## config.mk

```make
export PLATFORM = sky130hd
export DESIGN_NAME = optical_meter_pulse_detector_core_flat
export DESIGN_NICKNAME = d
export VERILOG_FILES = /design/src/rtl/opd_pkg.sv /design/src/rtl/opd_if.sv /design/src/rtl/opd_cfg_regs.sv /design/src/rtl/opd_step.sv /design/src/rtl/opd_out_buf.sv /design/src/rtl/optical_meter_pulse_detector_core.sv /design/src/flat_wrapper.sv
export SDC_FILE = /design/constraint.sdc
export NUM_CORES = 1
export LEC_CHECK = 0
export BUFFER_PORTS_ARGS = -buffer_cell sky130_fd_sc_hd__buf_2
export CAP_MARGIN = 20
export CORE_AREA = 3 3 141 212
export CTS_CLUSTER_SIZE = 30
export DETAILED_ROUTE_END_ITERATION = 10
export DIE_AREA = 0 0 144 215
export PLACE_DENSITY_LB_ADDON = 0.05
export SYNTH_ARGS = -nofsm -noshare
export SYNTH_HDL_FRONTEND = slang
export SYNTH_SLANG_ARGS = --single-unit
```

## constraint.sdc

```tcl
create_clock -name clk_i -period 5.53 [get_ports clk_i]
set_input_delay 0.8295 -clock clk_i [delete_from_list [all_inputs] [get_ports clk_i]]
set_output_delay 0.8295 -clock clk_i [all_outputs]
set_load 0.05 [all_outputs]
```

## src/rtl/opd_pkg.sv

```systemverilog
`timescale 1ns / 1ps
// ----------------------------------------------------------------------------
// opd_pkg: shared types and constants of the optical meter pulse detector
// Register map, reset values, configuration bundle and default widths.
// ----------------------------------------------------------------------------
package opd_pkg;

  localparam int SampleBitsDef = 8;
  localparam int CountBitsDef  = 16;

  localparam int OffsetBits  = 8;
  localparam int WidthBits   = 8;
  localparam int RefreshBits = 16;
  localparam int TickBits    = WidthBits + 1;
  localparam int CfgIdxBits  = 4;
  localparam int CfgDataBits = 16;

  typedef enum logic [CfgIdxBits-1:0] {
    CFG_THRESHOLD_OFFSET = 4'd0,
    CFG_MIN_WIDTH        = 4'd1,
    CFG_MAX_WIDTH        = 4'd2,
    CFG_REFRESH_SAMPLES  = 4'd3
  } cfg_idx_e;

  localparam logic [OffsetBits-1:0]  ThresholdOffsetRst = 8'd11;
  localparam logic [WidthBits-1:0]   MinWidthRst        = 8'd18;
  localparam logic [WidthBits-1:0]   MaxWidthRst        = 8'd22;
  localparam logic [RefreshBits-1:0] RefreshSamplesRst  = 16'd100;

  typedef struct packed {
    logic [OffsetBits-1:0]  threshold_offset;
    logic [WidthBits-1:0]   min_width;
    logic [WidthBits-1:0]   max_width;
    logic [RefreshBits-1:0] refresh_samples;
  } cfg_t;

endpackage

```

## src/rtl/opd_if.sv

```systemverilog
`timescale 1ns / 1ps
// ----------------------------------------------------------------------------
// opd_if: request channels of the pulse detector
// Sample channel into the block and result channel out of it.
// ----------------------------------------------------------------------------
interface opd_sample_if #(
  parameter int SAMPLE_BITS = 8
);
  logic                   valid;
  logic                   ready;
  logic [SAMPLE_BITS-1:0] pixel_sum;

  modport source (output valid, output pixel_sum, input ready);
  modport sink   (input valid, input pixel_sum, output ready);
endinterface

interface opd_result_if #(
  parameter int SAMPLE_BITS = 8,
  parameter int COUNT_BITS  = 16
);
  logic                   valid;
  logic                   ready;
  logic                   pulse_seen;
  logic [COUNT_BITS-1:0]  pulse_total;
  logic [SAMPLE_BITS-1:0] baseline_level;
  logic                   pulse_open;
  logic                   overlong;

  modport source (output valid, output pulse_seen, output pulse_total,
                  output baseline_level, output pulse_open, output overlong,
                  input ready);
  modport sink   (input valid, input pulse_seen, input pulse_total,
                  input baseline_level, input pulse_open, input overlong,
                  output ready);
endinterface

```

## src/rtl/opd_cfg_regs.sv

```systemverilog
`timescale 1ns / 1ps
// ----------------------------------------------------------------------------
// opd_cfg_regs: configuration register file
// Decodes the write port into the four settings; unknown indices are ignored.
// ----------------------------------------------------------------------------
module opd_cfg_regs (
  input  logic                           clk_i,
  input  logic                           rst_ni,
  input  logic                           cfg_we_i,
  input  logic [opd_pkg::CfgIdxBits-1:0]  cfg_idx_i,
  input  logic [opd_pkg::CfgDataBits-1:0] cfg_data_i,
  output opd_pkg::cfg_t                  cfg_o
);
  import opd_pkg::*;

  cfg_t cfg_q, cfg_d;

  always_comb begin
    cfg_d = cfg_q;
    if (cfg_we_i) begin
      case (cfg_idx_i)
        CFG_THRESHOLD_OFFSET: cfg_d.threshold_offset = cfg_data_i[OffsetBits-1:0];
        CFG_MIN_WIDTH:        cfg_d.min_width        = cfg_data_i[WidthBits-1:0];
        CFG_MAX_WIDTH:        cfg_d.max_width        = cfg_data_i[WidthBits-1:0];
        CFG_REFRESH_SAMPLES:  cfg_d.refresh_samples  = cfg_data_i[RefreshBits-1:0];
        default:              cfg_d = cfg_q;
      endcase
    end
  end

  always_ff @(posedge clk_i or negedge rst_ni) begin
    if (!rst_ni) begin
      cfg_q.threshold_offset <= ThresholdOffsetRst;
      cfg_q.min_width        <= MinWidthRst;
      cfg_q.max_width        <= MaxWidthRst;
      cfg_q.refresh_samples  <= RefreshSamplesRst;
    end else begin
      cfg_q <= cfg_d;
    end
  end

  assign cfg_o = cfg_q;

endmodule

```

## src/rtl/opd_step.sv

```systemverilog
`timescale 1ns / 1ps
// ----------------------------------------------------------------------------
// opd_step: per-sample detector datapath and state
// Baseline, pulse width, refresh and pulse counters; one sample per cycle while take_i is high.
// ----------------------------------------------------------------------------
module opd_step #(
  parameter int SAMPLE_BITS = opd_pkg::SampleBitsDef,
  parameter int COUNT_BITS  = opd_pkg::CountBitsDef,
  parameter int RES_BITS    = COUNT_BITS + SAMPLE_BITS + 3
) (
  input  logic                   clk_i,
  input  logic                   rst_ni,
  input  opd_pkg::cfg_t          cfg_i,
  input  logic                   take_i,
  input  logic [SAMPLE_BITS-1:0] pixel_sum_i,
  output logic [RES_BITS-1:0]    res_o
);
  import opd_pkg::*;

  localparam int SumW = SAMPLE_BITS + 1;
  localparam int CmpW = (COUNT_BITS > RefreshBits) ? COUNT_BITS : RefreshBits;

  logic [SAMPLE_BITS-1:0] baseline_q, baseline_d;
  logic [TickBits-1:0]    ticks_q, ticks_d;
  logic [COUNT_BITS-1:0]  refresh_q, refresh_d;
  logic [COUNT_BITS-1:0]  pulses_q, pulses_d;

  logic [SAMPLE_BITS-1:0] base_min;
  logic [SumW-1:0]        thr;
  logic                   is_high;
  logic [TickBits-1:0]    ticks_inc;
  logic [COUNT_BITS-1:0]  refresh_inc;
  logic                   seen, dropped;

  always_comb begin
    base_min   = (baseline_q > pixel_sum_i) ? pixel_sum_i : baseline_q;
    thr        = SumW'(base_min) + SumW'(cfg_i.threshold_offset);
    is_high    = SumW'(pixel_sum_i) > thr;
    ticks_inc  = ticks_q + TickBits'(1);
    baseline_d = base_min;
    ticks_d    = '0;
    pulses_d   = pulses_q;
    seen       = 1'b0;
    dropped    = 1'b0;

    if (is_high) begin
      if (ticks_inc > TickBits'(cfg_i.max_width)) begin
        baseline_d = pixel_sum_i;
        dropped    = 1'b1;
      end else begin
        ticks_d = ticks_inc;
      end
    end else if (ticks_q != '0 && ticks_q >= TickBits'(cfg_i.min_width)
                 && ticks_q <= TickBits'(cfg_i.max_width)) begin
      pulses_d = pulses_q + COUNT_BITS'(1);
      seen     = 1'b1;
    end

    // saturating refresh counter
    refresh_inc = (&refresh_q) ? refresh_q : refresh_q + COUNT_BITS'(1);
    refresh_d   = refresh_inc;
    if (CmpW'(refresh_inc) > CmpW'(cfg_i.refresh_samples) && ticks_d == '0) begin
      refresh_d  = '0;
      baseline_d = pixel_sum_i;
    end
  end

  always_ff @(posedge clk_i or negedge rst_ni) begin
    if (!rst_ni) begin
      baseline_q <= '0;
      ticks_q    <= '0;
      refresh_q  <= '0;
      pulses_q   <= '0;
    end else if (take_i) begin
      baseline_q <= baseline_d;
      ticks_q    <= ticks_d;
      refresh_q  <= refresh_d;
      pulses_q   <= pulses_d;
    end
  end

  assign res_o = {seen, pulses_d, baseline_d, (ticks_d != '0), dropped};

endmodule

```

## src/rtl/opd_out_buf.sv

```systemverilog
`timescale 1ns / 1ps
// ----------------------------------------------------------------------------
// opd_out_buf: output register with skid stage
// Holds up to two results so the input side keeps flowing on a stall.
// ----------------------------------------------------------------------------
module opd_out_buf #(
  parameter int WIDTH = 27
) (
  input  logic             clk_i,
  input  logic             rst_ni,
  input  logic             push_i,
  input  logic [WIDTH-1:0] data_i,
  output logic             ready_o,
  output logic             valid_o,
  input  logic             pop_ready_i,
  output logic [WIDTH-1:0] data_o
);
  logic             main_vld_q, skid_vld_q;
  logic [WIDTH-1:0] main_q, skid_q;
  logic             pop;

  assign ready_o = !skid_vld_q;
  assign valid_o = main_vld_q;
  assign data_o  = main_q;
  assign pop     = main_vld_q && pop_ready_i;

  always_ff @(posedge clk_i or negedge rst_ni) begin
    if (!rst_ni) begin
      main_vld_q <= 1'b0;
      skid_vld_q <= 1'b0;
    end else if (skid_vld_q) begin
      if (pop) begin
        skid_vld_q <= 1'b0;
      end
    end else if (push_i) begin
      if (!main_vld_q || pop) begin
        main_vld_q <= 1'b1;
      end else begin
        skid_vld_q <= 1'b1;
      end
    end else if (pop) begin
      main_vld_q <= 1'b0;
    end
  end

  always_ff @(posedge clk_i) begin
    if (skid_vld_q) begin
      if (pop) begin
        main_q <= skid_q;
      end
    end else if (push_i) begin
      if (!main_vld_q || pop) begin
        main_q <= data_i;
      end else begin
        skid_q <= data_i;
      end
    end
  end

endmodule

```

## src/rtl/optical_meter_pulse_detector_core.sv

```systemverilog
`timescale 1ns / 1ps
// ----------------------------------------------------------------------------
// optical_meter_pulse_detector_core: meter LED pulse detector
// Counts valid-width light pulses over a running-minimum baseline.
// ----------------------------------------------------------------------------
// One brightness sample is taken per request and yields exactly one result
// request. Throughput is one sample per clock while the output buffer has
// room: all per-sample work (baseline minimum, threshold compare, width and
// refresh counters) sits in one short combinational pass from the detector
// state registers into the output register, or the skid stage on a stall.
// A two-entry output buffer (output register plus skid stage) lets the sample
// side keep flowing for one more request while a result is stalled; the
// sample side only backs off once both entries are occupied. Configuration
// writes take effect on the next cycle and should only be made while idle.
module optical_meter_pulse_detector_core #(
  parameter int SAMPLE_BITS = opd_pkg::SampleBitsDef,
  parameter int COUNT_BITS  = opd_pkg::CountBitsDef
) (
  input  logic                            clk_i,
  input  logic                            rst_ni,
  input  logic                            cfg_we_i,
  input  logic [opd_pkg::CfgIdxBits-1:0]  cfg_idx_i,
  input  logic [opd_pkg::CfgDataBits-1:0] cfg_data_i,
  opd_sample_if.sink                      sample_i,
  opd_result_if.source                    result_o
);
  import opd_pkg::*;

  // result word: seen, total, baseline, open, overlong
  localparam int ResBits = COUNT_BITS + SAMPLE_BITS + 3;

  cfg_t               cfg;
  logic               take;
  logic               buf_ready;
  logic [ResBits-1:0] step_res;
  logic [ResBits-1:0] out_res;

  // register file
  opd_cfg_regs u_cfg (
    .clk_i      (clk_i),
    .rst_ni     (rst_ni),
    .cfg_we_i   (cfg_we_i),
    .cfg_idx_i  (cfg_idx_i),
    .cfg_data_i (cfg_data_i),
    .cfg_o      (cfg)
  );

  // a sample is taken whenever the buffer has room
  assign sample_i.ready = buf_ready;
  assign take           = sample_i.valid && buf_ready;

  opd_step #(
    .SAMPLE_BITS (SAMPLE_BITS),
    .COUNT_BITS  (COUNT_BITS),
    .RES_BITS    (ResBits)
  ) u_step (
    .clk_i       (clk_i),
    .rst_ni      (rst_ni),
    .cfg_i       (cfg),
    .take_i      (take),
    .pixel_sum_i (sample_i.pixel_sum),
    .res_o       (step_res)
  );

  opd_out_buf #(
    .WIDTH (ResBits)
  ) u_out (
    .clk_i       (clk_i),
    .rst_ni      (rst_ni),
    .push_i      (take),
    .data_i      (step_res),
    .ready_o     (buf_ready),
    .valid_o     (result_o.valid),
    .pop_ready_i (result_o.ready),
    .data_o      (out_res)
  );

  // unpack result word onto the channel
  assign result_o.pulse_seen     = out_res[ResBits-1];
  assign result_o.pulse_total    = out_res[ResBits-2 -: COUNT_BITS];
  assign result_o.baseline_level = out_res[SAMPLE_BITS+1 -: SAMPLE_BITS];
  assign result_o.pulse_open     = out_res[1];
  assign result_o.overlong       = out_res[0];

  // an overlong drop closes the pulse and never counts it
  assert property (@(posedge clk_i) disable iff (!rst_ni)
    result_o.valid |-> !(result_o.overlong &&
                         (result_o.pulse_seen || result_o.pulse_open)))
    else $error("overlong result with pulse seen or open");

  // a counted pulse has ended, so no pulse may be open on that sample
  assert property (@(posedge clk_i) disable iff (!rst_ni)
    (result_o.valid && result_o.pulse_seen) |-> !result_o.pulse_open)
    else $error("pulse counted while still open");

  // an accepted sample always leaves a result pending next cycle
  assert property (@(posedge clk_i) disable iff (!rst_ni)
    (sample_i.valid && sample_i.ready) |=> result_o.valid)
    else $error("accepted sample produced no result");

  // back-pressure only when a result is already waiting
  assert property (@(posedge clk_i) disable iff (!rst_ni)
    !sample_i.ready |-> result_o.valid)
    else $error("sample side stalled with empty output");

endmodule
```

## src/flat_wrapper.sv

```systemverilog
// flat-port wrapper written by rule: the top's interface ports become plain ports
module optical_meter_pulse_detector_core_flat import opd_pkg::*;
#(
  parameter int SAMPLE_BITS = opd_pkg::SampleBitsDef,
  parameter int COUNT_BITS  = opd_pkg::CountBitsDef
)
  (clk_i, rst_ni, cfg_we_i, cfg_idx_i, cfg_data_i, sample_i_valid, sample_i_pixel_sum, sample_i_ready, result_o_valid, result_o_pulse_seen, result_o_pulse_total, result_o_baseline_level, result_o_pulse_open, result_o_overlong, result_o_ready);
  opd_sample_if #(.SAMPLE_BITS(SAMPLE_BITS)) sample_i_i ();
  opd_result_if #(.SAMPLE_BITS(SAMPLE_BITS), .COUNT_BITS(COUNT_BITS)) result_o_i ();
  input  logic clk_i;
  input  logic rst_ni;
  input  logic cfg_we_i;
  input  logic [opd_pkg::CfgIdxBits-1:0] cfg_idx_i;
  input  logic [opd_pkg::CfgDataBits-1:0] cfg_data_i;
  input wire logic [$bits(sample_i_i.valid)-1:0] sample_i_valid;
  input wire logic [$bits(sample_i_i.pixel_sum)-1:0] sample_i_pixel_sum;
  output wire logic [$bits(sample_i_i.ready)-1:0] sample_i_ready;
  output wire logic [$bits(result_o_i.valid)-1:0] result_o_valid;
  output wire logic [$bits(result_o_i.pulse_seen)-1:0] result_o_pulse_seen;
  output wire logic [$bits(result_o_i.pulse_total)-1:0] result_o_pulse_total;
  output wire logic [$bits(result_o_i.baseline_level)-1:0] result_o_baseline_level;
  output wire logic [$bits(result_o_i.pulse_open)-1:0] result_o_pulse_open;
  output wire logic [$bits(result_o_i.overlong)-1:0] result_o_overlong;
  input wire logic [$bits(result_o_i.ready)-1:0] result_o_ready;
  assign sample_i_i.valid = sample_i_valid;
  assign sample_i_i.pixel_sum = sample_i_pixel_sum;
  assign sample_i_ready = sample_i_i.ready;
  assign result_o_valid = result_o_i.valid;
  assign result_o_pulse_seen = result_o_i.pulse_seen;
  assign result_o_pulse_total = result_o_i.pulse_total;
  assign result_o_baseline_level = result_o_i.baseline_level;
  assign result_o_pulse_open = result_o_i.pulse_open;
  assign result_o_overlong = result_o_i.overlong;
  assign result_o_i.ready = result_o_ready;
  optical_meter_pulse_detector_core #(.SAMPLE_BITS(SAMPLE_BITS), .COUNT_BITS(COUNT_BITS)) u_core (.clk_i(clk_i), .rst_ni(rst_ni), .cfg_we_i(cfg_we_i), .cfg_idx_i(cfg_idx_i), .cfg_data_i(cfg_data_i), .sample_i(sample_i_i), .result_o(result_o_i));
endmodule
```

== Word-level counts from Yosys, hierarchy flattened ==
Cells that the tools add are included.
Storage, ports and cells
  flip-flop bits (word level): 145
  latch bits: 0
  bits in writable memories: 0
  memory bits (read-only): 0
  output and inout bits: 29
  word-level logic and storage cells: 77
  memories: 0
Operators by class
  add/sub/neg operators: 4
  $mul: 0
  divide/modulo/power cells: 0
  $lt $le $gt $ge: 6
  equality and inequality tests: 5
  shift operators: 0
  multiplexer cells: 25
  bitwise operators: 2
  reduce and logical (&&, ||, !) cells: 23
Operators by type and width (count)
  $mux W27: 4
  $mux W16: 4
  $add A16 B1 Y16 const B: 2
  $mux W8: 4
  $mux W9: 2
  $reduce_bool A9 Y1: 2
  $gt A16 B16 Y1: 1
  $reduce_and A16 Y1: 1
  $mux W1: 11
  $add A8 B8 Y9: 1
  $add A9 B1 Y9 const B: 1
  $ge A9 B8 Y1: 1
  $gt A8 B9 Y1: 1
  $gt A9 B8 Y1: 1
  $le A9 B8 Y1: 1
  $logic_not A9 Y1: 1
  $reduce_and A3 Y1: 3
  $eq A4 B2 Y1 const B: 2
  $gt A8 B8 Y1: 1
  $reduce_and A2 Y1: 4
  $reduce_bool A2 Y1: 3
  $logic_and A1 B1 Y1: 5
  $eq A4 B1 Y1 const B: 1
  $logic_not A4 Y1: 1
  5 further kinds: 7

== Depth between registers and ports, before layout ==
Gate-level depths: netlist of run 1.
  word-level depth: 11
  gate-level depth with buffers: 24
  gate-level depth less buffers: 23

== Cells and area by module ==
Synthesis of run 1 repeated with hierarchy kept, for this count alone.
Second synthesis, totals
  cell total of the unflattened synthesis: 745
  area, all modules: 8665.8 um^2
Modules (own cells, without submodules)
  opd_step: instances 1, cells each 559, area an instance 4893.4 um^2, sequential area each 1226.2 um^2
  opd_out_buf: instances 1, cells each 96, area an instance 2190.9 um^2, sequential area each 1671.6 um^2
  opd_cfg_regs: instances 1, cells each 89, area an instance 1575.3 um^2, sequential area each 1014.7 um^2
  optical_meter_pulse_detector_core: instances 1, cells each 1, area an instance 6.3 um^2, sequential area each 0.0 um^2

== Worst setup path before layout of run 1 ==
Ideal clock, no wire load.
  path kind: input -> register
  from: input port sample_i_pixel_sum[3]
  to: register u_core.u_out.main_q[11], in the netlist u_core.u_out.data_o[11] (data pin)
  setup time: 0.260 ns
  arrival time: 5.239 ns
  data required time: 5.270 ns
  path slack: 0.031 ns
  stages: 24
  path buffers: 1
  path through: inv_1 ha_1 a21o_1 a21oi_1 a21oi_1 o32ai_2 mux2_2 ha_1 a21o_1 a21o_1 a21o_1 a21oi_1 o21ai_0 xnor2_1 ha_1 a211oi_2 o211ai_1 o211ai_2 o211ai_2 or2_1 buf_4 inv_4 mux2_4 mux2_4
On the way
  longest elaborated chain between the ends: 8
RTL lines
  start: declaration: RTL line flat_wrapper.sv:16  | input wire logic [$bits(sample_i_i.pixel_sum)-1:0] sample_i_pixel_sum;
  $gt A8 B8 Y1: RTL line opd_step.sv:36  | base_min = (baseline_q > pixel_sum_i) ? pixel_sum_i : baseline_q;
  $mux W8: RTL line opd_step.sv:36
  $add A8 B8 Y9: RTL line opd_step.sv:37  | thr = SumW'(base_min) + SumW'(cfg_i.threshold_offset);
  $gt A8 B9 Y1 (*): RTL line opd_step.sv:38  | is_high = SumW'(pixel_sum_i) > thr;
  $mux W16 (*): RTL line opd_step.sv:46  | if (is_high) begin
  named net u_core.step_res[11]: RTL line optical_meter_pulse_detector_core.sv:35  | logic [ResBits-1:0] step_res;
  $mux W27 (*): RTL line opd_out_buf.sv:52  | if (!main_vld_q || pop) begin
  $mux W27 (*): RTL line opd_out_buf.sv:51  | end else if (push_i) begin
  $mux W27 (*): RTL line opd_out_buf.sv:47  | if (skid_vld_q) begin
  end signal: assignment: RTL line opd_out_buf.sv:49  | main_q <= skid_q;
  end signal: assignment: RTL line opd_out_buf.sv:53  | main_q <= data_i;
  end: declaration: RTL line opd_out_buf.sv:19  | logic [WIDTH-1:0] main_q, skid_q;
The timed path passes the listed nets; every way through them passes the cells marked *. The select of a mux whose other input is x is not followed.
A chain may end at the register's enable or synchronous reset.

== Worst setup path in the final report of run 1 ==
  from: input port sample_i_pixel_sum[3]
  to: register u_core.u_out.main_q[20], in the netlist u_core.u_out.data_o[20] (data pin)
The elaborated chain is that of the path after synthesis.

==> results of run 1 <==
## synthesized netlist by cell type, types with 3 or more instances
master    number
o21ai_0       29
o211ai_1       3
o31ai_1       21
nor2b_1        6
dfstp_2       11
nand2_1       85
and4_1         5
nor4_1         9
nand3_1       27
clkbuf_1      17
ha_1          70
a21oi_1       30
nor3_2         5
dfrtp_1       80
o21a_1         3
xor2_1        31
buf_6          3
nor4_2         5
edfxtp_1      54
a21o_1        15
buf_2          9
o22ai_1        3
o41ai_1        3
a211oi_1       3
xnor2_1       24
inv_1         48
nor2_1        34
a22o_1         5
nor3_1        21
mux2_2        57
nand4_1       11
nand2b_1       6
## how the worst max path moves through the flow
stage,startpoint,endpoint,cells after the start
final,sample_i_pixel_sum[3],u_core.u_out.data_o[20],24
after global routing,sample_i_pixel_sum[3],u_core.u_out.data_o[20],24
after CTS,sample_i_pixel_sum[3],u_core.u_out.data_o[19],23
after detailed placement,sample_i_pixel_sum[3],u_core.u_out.data_o[19],23
after global placement,sample_i_pixel_sum[3],u_core.u_out.data_o[4],24
after floorplan,sample_i_pixel_sum[3],u_core.u_out.data_o[11],24
## layout by cell type, fill, tap and decap left out, types with 29 or more instances in the layout
cell type	n
buf_2	61
buf_4	46
dfrtp_1	80
edfxtp_1	54
ha_1	70
inv_1	48
mux2_2	57
nand2_1	85
nor2_1	34
o21ai_0	29
xor2_1	31
## layout make-up
cell class	instances	share of cell area [%]
Inverter	51	1.924
Clock inverter	10	1.104
Multi-Input combinational cell	553	42.24
Timing Repair Buffer	110	7.123
Sequential cell	145	38.81
Tap cell	346	4.294
Clock buffer	22	4.505
## cell families (layout without fill, tap and decap cells)
| logic type | Yosys count | in the layout | share of synthesized area [%] |
|---|---|---|---|
| XOR/XNOR | 55 | 55 | 5.706 |
| multiplexers | 60 | 60 | 8.078 |
| AND/OR/NAND/NOR | 231 | 231 | 13.98 |
| adder cells (fa/ha/maj) | 71 | 71 | 10.61 |
| AO/OA/AOI/OAI | 136 | 136 | 11.16 |
| flip-flops | 145 | 145 | 46.35 |
| buffers and inverters | 82 | 193 | 4.120 |
## metrics by stage
| step | utilization [%] | setup WS [ns] | setup TNS, ns | power, W |
|---|---|---|---|---|
| after floorplan | - | 0.03052 | 0 | 0.003091 |
| after global placement | 33.51 | -0.1661 | -2.824 | 0.003771 |
| after detailed placement | 33.51 | -0.2875 | -8.472 | 0.003805 |
| after CTS | 35.53 | 0.1581 | 0 | 0.004989 |
| after global routing | 35.93 | -0.03430 | -0.07471 | 0.005346 |
| final | 35.93 | 0.2758 | 0 | 0.004963 |
## layer usage
metal / global-route usage [%] / up-vias / share of wire (%)
met2: 26.44 / 114 / 52
met1: 17.81 / 2979 / 42
met5: 0 / - / 0
met3: 2.557 / 38 / 2.8
met4: 7.946 / 0 / 4.1
li1: - / 3024 / -
## flip-flops by register name (all words and copies together) (netlist names)
signal,cells
u_core.u_out.skid_vld_q,1
u_core.u_out.data_o,27
u_core.u_out.skid_q,27
u_core.u_cfg.cfg_o,40
u_core.u_step.baseline_q,8
u_core.u_step.ticks_q,9
u_core.u_step.pulses_q,16
u_core.u_out.valid_o,1
u_core.u_step.refresh_q,16
## power groups by stage
| stage | Sequential (W) | Combinational (W) | Clock [W] |
|---|---|---|---|
| floorplan | 0.00188 | 0.00121 | 0 |
| finish | 0.00162 | 0.00219 | 0.00115 |
| global route | 0.00166 | 0.00245 | 0.00123 |
| detailed placement | 0.00165 | 0.00216 | 0 |
| global placement | 0.00165 | 0.00213 | 0 |
| CTS | 0.00163 | 0.00217 | 0.00119 |
## timing repair
| action | CTS | global route |
|---|---|---|
| buffers inserted | 0 | 1 |
| setup endpoints to repair | 0 | 38 |
| resized for setup | 0 | 13 |
==> flow_summary_export.csv, run 1 <==
group,metric,value,unit
synth,synthFlopType,"dfrtp_1",
synth,yosys.area.top_type,"dfrtp_1",
timing,tightestPinTransition,0.9229,ns
clock_network,cts_tree,"yes",
layout,drive_gt1_share,27.50,%
layout,layout.cells.non_filler,1237,
synth,synth_area_leaders,"dfrtp_1 24%, edfxtp_1 19%, ha_1 10%, mux2_2 7.6%, nand2_1 3.8%",
place,place_hpwl,16.74,mm
power,p_sw_share,39.15,%
clock_network,clk_pin_slew_worst_paths,0.07,ns
drt,drt-initial-drc-count,219,
worst_setup_path,r2r-start,"u_core.u_step.baseline_q[3]",
synth,synthArstFlopShare,62.76,%
timing,fin_crit_sh,95.01,%
synth,ys_warn_count,0,
synth,synth_top_area_share,23.71,%
power,p_leak,4.559,nW
die,die_w,144,um
global_route,grt_use_total,15.28,%
synth,synth_seq_cells,145,
clock_network,cts_sinks,145,
layout,synthToLayoutAreaGrowth,19.43,%
layout,regArea,0.003913,mm2
worst_setup_path,worstSetupPathType,"primary input to flip-flop",
synth,synthDistinctLibCells,68,
synth,syn_nets,884,
global_route,antenna_found_initial,0,
global_route,grt_pass1_vias,6675,
worst_setup_path,cp-start-kind,"primary input",
worst_setup_path,cp_cell_sequence,"buf_2 -> inv_1 -> ha_1 -> a21o_1 -> a21oi_1 -> a21oi_1 -> o32ai_2 -> buf_4 -> mux2_2 -> ha_1 -> a21o_1 -> a21o_1 -> a21oi_2 -> o21ai_0 -> xnor2_1 -> ha_1 -> a211oi_2 -> o211ai_1 -> o211ai_2 -> o211ai_2 -> buf_12 -> nor4_1 -> xor2_1 -> mux2_2",
worst_setup_path,crit_family,"compound AO/OA/AOI/OAI gates",
clock_network,cts_max_level,4,
synth,netlist_instances,780,
clock_network,cts-root-buf,"clkbuf_16",
die,die_y,215,um
outcome,status,"complete, no violations",
timing,period_minus_slack,5.254,ns
timing,setup_viol_count_final,0,
clock_network,cts_buffers,17,
worst_setup_path,slowest_stage,"mux2_2",
timing,report.final.slew_viol_count,0,
synth,postSynthAreaPerCell,10.82,um2
clock_network,insertion_delay,0.44,ns
place,gp_congestion,0.8154,
layout,post-route-cell-area,0.01008,mm2
die,io-pin-count,62,
synth,synthesis.area,0.008442,mm2
worst_setup_path,end_kind,"flip-flop",
worst_hold_path,hp-class,"primary input to async pin",
worst_setup_path,reg2reg_to,"u_core.u_out.data_o[20]",
worst_setup_path,rrSetupSlack,0.32,ns
power,clkPwrFrac,23.1,%
layout,diodes,0,
power,p_int,0.003020,W
clock_network,cts_hold_buf,0,
power,pwr_density_cell,492.2,mW/mm2
die,dieArea,0.03096,mm2
worst_setup_path,cp_slowest_stage_delay,0.35,ns
drt,routed_wl,22.25,mm
power,p_comb_share,44.2,%
timing,hold_slack,0.3964,ns
layout,fillers,2790,
clock_network,clock_path_buffers,2,
global_route,grt_max_degree,52,
synth,ys_seq_area_share,46.35,%
worst_setup_path,ff2ff_path_depth,22,
timing,maxClockFrequency,0.1903,GHz
worst_setup_path,path_max_fanout,13,
die,core-area,0.02806,mm2
layout,multiInputGateArea,0.004259,mm2
timing,slew-limit-headroom,38.47,%
layout,nNetsFinal,982,
timing,skew,0.007331,ns
worst_setup_path,cp_data_required_time,5.71,ns
drt,antenna_left,0,
worst_setup_path,cp_num_buf_inv,4,
drt,dr.pass1.iters,5,
drt,vias_per_cell,4.976,
place,dp_cells,1202,
power,power.share.sequential,32.7,%
power,ir_drop,0.0002505,V
global_route,grt_pass1_wl,36.54,mm
drt,routedWlPerCell,17.99,um
worst_setup_path,arrival,5.44,ns
run,cap_violations,0,
drt,drc,0,
die,initial_core_util,30.09,%
drt,vias,6155,
power,p_sw,0.001943,W
die,num_rows,75,
place,io_buffer_count,61,
place,dpl_cell_area,0.009403,mm2
global_route,overflow,0,
synth,synth-edff-count,54,
timing,finalHoldViolCount,0,
Power figures use the tool's default switching activity.
==> inputs of run 2 (changes only) <==
Settings changed: CORE_AREA 3 3 141 212 to 3 3 137 205, DIE_AREA 0 0 144 215 to 0 0 140 208, HOLD_SLACK_MARGIN set to 0.02.
==> flow_summary_export.csv, run 2 (synthesis results as in run 1) <==
group,metric,value,unit
worst_setup_path,cp_num_buf_inv,4,
timing,finalSetupTns,0,ns
drt,drt-initial-drc-count,244,
clock_network,clk_pin_slew_worst_paths,0.06,ns
layout,final_common_cell,"nand2_1",
worst_setup_path,rrSetupSlack,0.51,ns
clock_network,cts_setup_buffers,0,
clock_network,clock_path_buffers,2,
clock_network,cts_max_level,4,
global_route,grt_pass1_vias,6608,
power,ir_drop,0.0003208,V
worst_setup_path,reg2reg_to,"u_core.u_out.data_o[23]",
layout,drive_gt1_share,27.61,%
layout,fillers,2666,
timing,setup_viol_count_final,0,
layout,diodes,0,
clock_network,insertion_delay,0.43,ns
die,io-pin-count,62,
drt,drc,0,
worst_setup_path,worstSetupPathType,"primary input to flip-flop",
die,initial_core_util,31.87,%
run,cap_violations,0,
timing,skew,0.007213,ns
drt,routed_wl,21.95,mm
drt,dr.pass1.iters,4,
die,die_w,140,um
power,p_leak,4.537,nW
drt,vias,6147,
worst_setup_path,cp_data_required_time,5.70,ns
place,place_hpwl,16.60,mm
clock_network,cts_buffers,17,
clock_network,cts_sinks,145,
timing,maxClockFrequency,0.1948,GHz
place,io_buffer_count,61,
worst_setup_path,arrival,5.31,ns
drt,antenna_left,0,
die,core-area,0.02649,mm2
layout,nNetsFinal,982,
layout,post-route-cell-area,0.01006,mm2
worst_setup_path,cp-start-kind,"primary input",
drt,vias_per_cell,5.006,
timing,period_minus_slack,5.135,ns
worst_setup_path,end_kind,"flip-flop",
drt,drt-met1-wl,9.020,mm
clock_network,cts-root-buf,"clkbuf_16",
worst_setup_path,crit_family,"compound AO/OA/AOI/OAI gates",
timing,tightestPinTransition,0.9969,ns
worst_hold_path,hp-start,"u_core.u_step.pulses_q[15]",
place,dpl_cell_area,0.009382,mm2
layout,mostFrequentLayoutCells,"85 x nand2_1, 80 x dfrtp_1, 70 x ha_1, 61 x buf_2, 57 x mux2_2",
worst_setup_path,ff2ff_path_depth,22,
drt,dr_wl_met2,11.73,mm
global_route,grt_use_total,15.52,%
global_route,grt_pass1_wl,35.70,mm
worst_setup_path,slowest_stage,"mux2_2",
worst_setup_path,path_max_fanout,13,
global_route,antenna_found_initial,0,
global_route,grt_max_degree,67,
die,die_y,208,um
timing,fin_ws,0.3953,ns
die,num_rows,73,
place,gp_congestion,0.8180,
worst_hold_path,hold_depth,1,
drt,met3_length,587,um
clock_network,cts_tree,"yes",
timing,slew-limit-headroom,33.38,%
timing,report.final.slew_viol_count,0,
worst_hold_path,min_to,"u_core.u_step.pulses_q[15]",
outcome,status,"complete, no violations",
timing,finalHoldViolCount,0,
drt,routedWlPerCell,17.87,um
power,pwr_density_cell,489.5,mW/mm2
die,dieArea,0.02912,mm2
layout,synthToLayoutAreaGrowth,19.15,%
worst_setup_path,cp_cell_sequence,"buf_2 -> inv_1 -> ha_1 -> a21o_1 -> a21oi_1 -> a21oi_1 -> o32ai_2 -> buf_4 -> mux2_2 -> ha_1 -> a21o_1 -> a21o_1 -> a21oi_2 -> o21ai_0 -> xnor2_1 -> ha_1 -> a211oi_2 -> o211ai_1 -> o211ai_2 -> o211ai_2 -> buf_6 -> nor4_1 -> xor2_1 -> mux2_2",
worst_setup_path,r2r-start,"u_core.u_step.baseline_q[4]",
worst_setup_path,cp_slowest_stage_delay,0.36,ns
timing,fin_crit_sh,92.85,%
global_route,overflow,0,
layout,largest_reg_flops,40,
worst_hold_path,hp-class,"flip-flop to flip-flop",
drt,highest_layer,"met4",
place,pre_cts_slack,-0.2063,ns
[run 2: cell types whose count changed in the layout (fill, tap and decap cells not counted), moves of 2 or more]
| cell | change |
|---|---|
| buf_12 | -2 |
| nor4_2 | +2 |
| clkinv_2 | -3 |
| nor4_1 | -2 |
| buf_4 | +2 |
| clkbuf_1 | +2 |
[run 2: through the flow]
step / power [W] / instances / hold WS [ns] / utilization [%]
2_1_floorplan: 0.003091 / 780 / 0.4485 / -
3_3_place_gp: 0.003741 / 1195 / 0.4731 / 35.42
3_5_place_dp: 0.003783 / 1195 / 0.4786 / 35.42
4_1_cts: 0.004962 / 1227 / 0.5018 / 37.60
5_1_grt: 0.005282 / 1228 / 0.5133 / 37.97
6_report: 0.004923 / 1228 / 0.4976 / 37.97
[run 2: final cells by class]
type | instances | area (um2) | share of cell area, %
repair buffers | 110 | 676.9 | 6.730
inverters | 51 | 193.9 | 1.928
flip-flops and latches | 145 | 3913 | 38.90
clock inverters | 8 | 105.1 | 1.045
clock buffers | 24 | 473.0 | 4.702
well taps | 337 | 421.7 | 4.192
multi-input cells | 553 | 4275 | 42.51
[run 2: timing repair]
item	in CTS	in global routing
gates resized for setup	0	17
endpoints found under the setup margin	0	43
hold buffers	0	0
[run 2: worst max path at each step]
stage	from	end	slack, ns	cells after the start
floorplan	sample_i_pixel_sum[3]	u_core.u_out.data_o[11]	0.03	24
global placement	sample_i_pixel_sum[3]	u_core.u_out.data_o[14]	-0.20	24
detailed placement	sample_i_pixel_sum[3]	u_core.u_out.data_o[14]	-0.21	24
CTS	sample_i_pixel_sum[3]	u_core.u_out.data_o[17]	0.24	24
global route	sample_i_pixel_sum[3]	u_core.u_out.data_o[14]	-0.008	24
finish	sample_i_pixel_sum[3]	u_core.u_out.data_o[23]	0.40	24
[run 2: power by group]
group | internal [W] | total, W | switching (W)
Sequential | 0.00144 | 0.00162 | 0.000176
Clock | 0.000693 | 0.00115 | 0.000460
Combinational | 0.000867 | 0.00215 | 0.00128
[run 2: routing by layer]
metal	track usage (%)	vias to the layer above
met4	5.918	0
met5	0	-
li1	-	3013
met1	17.69	2994
met3	2.759	32
met2	28.54	108
[run 2: worst reg2reg max path: cells and delay by family, from the launching register on]
family | cells | cell delay (ns)
adder cells (fa/ha/maj) | 4 | 1.21
AND/OR/NAND/NOR | 4 | 0.74
flip-flops | 1 | 0.43
buffers and inverters | 2 | 0.37
multiplexers | 2 | 0.44
XOR/XNOR | 2 | 0.32
AO/OA/AOI/OAI | 8 | 1.26
==> inputs of run 3 (changes only) <==
Settings changed: PLACE_DENSITY_LB_ADDON 0.05 to not set, REMOVE_ABC_BUFFERS set to 1.
==> flow_summary_export.csv, run 3 (synthesis results as in run 1) <==
group,metric,value,unit
die,core-area,0.02649,mm2
drt,antenna_left,0,
drt,vias,6110,
drt,drt-initial-drc-count,287,
drt,routedWlPerCell,16.11,um
layout,final_common_cell,"nand2_1",
die,initial_core_util,31.87,%
place,io_buffer_count,61,
place,gp_congestion,0.8452,
worst_setup_path,cp_slowest_stage_delay,0.36,ns
worst_setup_path,rrSetupSlack,0.45,ns
global_route,grt_pass1_wl,33.09,mm
worst_setup_path,ff2ff_path_depth,23,
drt,dr.pass1.iters,5,
worst_setup_path,slowest_stage,"mux2_2",
global_route,grt_pass1_vias,6325,
run,cap_violations,0,
timing,fin_ws,0.3511,ns
worst_setup_path,arrival,5.36,ns
place,pre_cts_slack,-0.1679,ns
worst_setup_path,reg2reg_to,"u_core.u_out.data_o[18]",
timing,skew,0.01023,ns
layout,diodes,0,
die,io-pin-count,62,
timing,fin_crit_sh,93.65,%
die,die_w,140,um
worst_setup_path,cp_data_required_time,5.71,ns
layout,drive_gt1_share,28.00,%
clock_network,cts_max_level,4,
layout,mostFrequentLayoutCells,"85 x nand2_1, 80 x dfrtp_1, 70 x ha_1, 61 x buf_2, 57 x mux2_2",
timing,tightestPinTransition,1.194,ns
power,p_leak,4.542,nW
clock_network,insertion_delay,0.43,ns
power,ir_drop,0.0002705,V
drt,routed_wl,19.81,mm
global_route,grt_use_total,14.17,%
layout,largest_reg_flops,40,
layout,layout.cells.non_filler,1230,
power,pwr_density_cell,480.8,mW/mm2
timing,finalSetupTns,0,ns
timing,maxClockFrequency,0.1931,GHz
worst_setup_path,path_max_fanout,13,
layout,final_util,37.93,%
clock_network,clock_path_buffers,2,
timing,period_minus_slack,5.179,ns
timing,report.final.slew_viol_count,0,
clock_network,cts_tree,"yes",
power,p_total,0.004831,W
clock_network,cts_sinks,145,
die,num_rows,73,
clock_network,cts_hold_buf,0,
layout,synthToLayoutAreaGrowth,19.02,%
worst_setup_path,worstSetupPathType,"primary input to flip-flop",
global_route,overflow,0,
global_route,antenna_found_initial,0,
timing,slew-limit-headroom,20.41,%
worst_setup_path,crit_family,"compound AO/OA/AOI/OAI gates",
outcome,status,"complete, no violations",
worst_setup_path,cp-start-kind,"primary input",
place,place_hpwl,14.57,mm
layout,nNetsFinal,984,
timing,setup_viol_count_final,0,
worst_setup_path,r2r-start,"u_core.u_step.baseline_q[3]",
clock_network,cts-root-buf,"clkbuf_16",
worst_hold_path,hp-class,"primary input to async pin",
clock_network,clk_pin_slew_worst_paths,0.06,ns
die,die_y,208,um
worst_setup_path,end_kind,"flip-flop",
clock_network,cts_buffers,17,
global_route,grt_max_degree,53,
worst_setup_path,cp_num_buf_inv,5,
place,dp_cells,1196,
worst_setup_path,crit_start,"sample_i_pixel_sum[3]",
timing,rsz0062_at_grt,"no",
timing,finalHoldViolCount,0,
drt,vias_per_cell,4.967,
die,dieArea,0.02912,mm2
drt,drc,0,
[run 3: cell count changes in the layout (fill, tap and decap cells not counted), moves of 2 or more]
| cell | change |
|---|---|
| buf_4 | +2 |
| clkbuf_1 | -5 |
| clkinv_1 | +2 |
| clkinv_2 | +3 |
| clkinv_4 | +2 |
| nor4_1 | -2 |
[run 3: how the worst max path moves through the flow]
stage                              end  slack (ns)  cells past startpoint
4_1_cts        u_core.u_out.data_o[14]        0.27                     25
2_1_floorplan  u_core.u_out.data_o[11]       -0.38                     23
6_report       u_core.u_out.data_o[18]        0.35                     25
3_5_place_dp   u_core.u_out.data_o[14]       -0.17                     25
3_3_place_gp   u_core.u_out.data_o[14]       -0.07                     25
5_1_grt        u_core.u_out.data_o[16]       0.009                     24
[run 3: final cells by class]
cell class | count | area, um2
timing repair buffer | 112 | 691.9
tap | 337 | 421.7
sequential | 145 | 3913
inverter | 51 | 193.9
clock buffer | 18 | 429.2
fill | 2622 | 16440
clock inverter | 14 | 116.4
multi-input combinational | 553 | 4282
[run 3: metrics by stage]
stage               hold WS (ns)  instance area, um2
floorplan                 0.4485                8288
global placement          0.4681                9382
detailed placement        0.4803                9389
CTS                       0.4698                9935
global route              0.4992               10050
finish                    0.4627               10050
[run 3: timing repair]
item                                    in CTS  in global routing
gates resized for setup                      0                 17
setup buffers                                0                  1
hold endpoints to repair                     0                  0
endpoints found under the setup margin       0                 28
[run 3: power by group]
part	internal, W	leakage, nW	switching (W)
clock network	0.000616	0.265	0.000463
registers	0.00144	1.67	0.000170
logic	0.000875	2.60	0.00126
[run 3: layer usage]
metal | up-vias | global-route usage (%) | wire [um]
met2 | 85 | 25.47 | 10650
met4 | 0 | 4.714 | 193
met5 | - | 0 | 0
li1 | 3033 | - | -
met3 | 6 | 3.058 | 667
met1 | 2986 | 16.63 | 8304
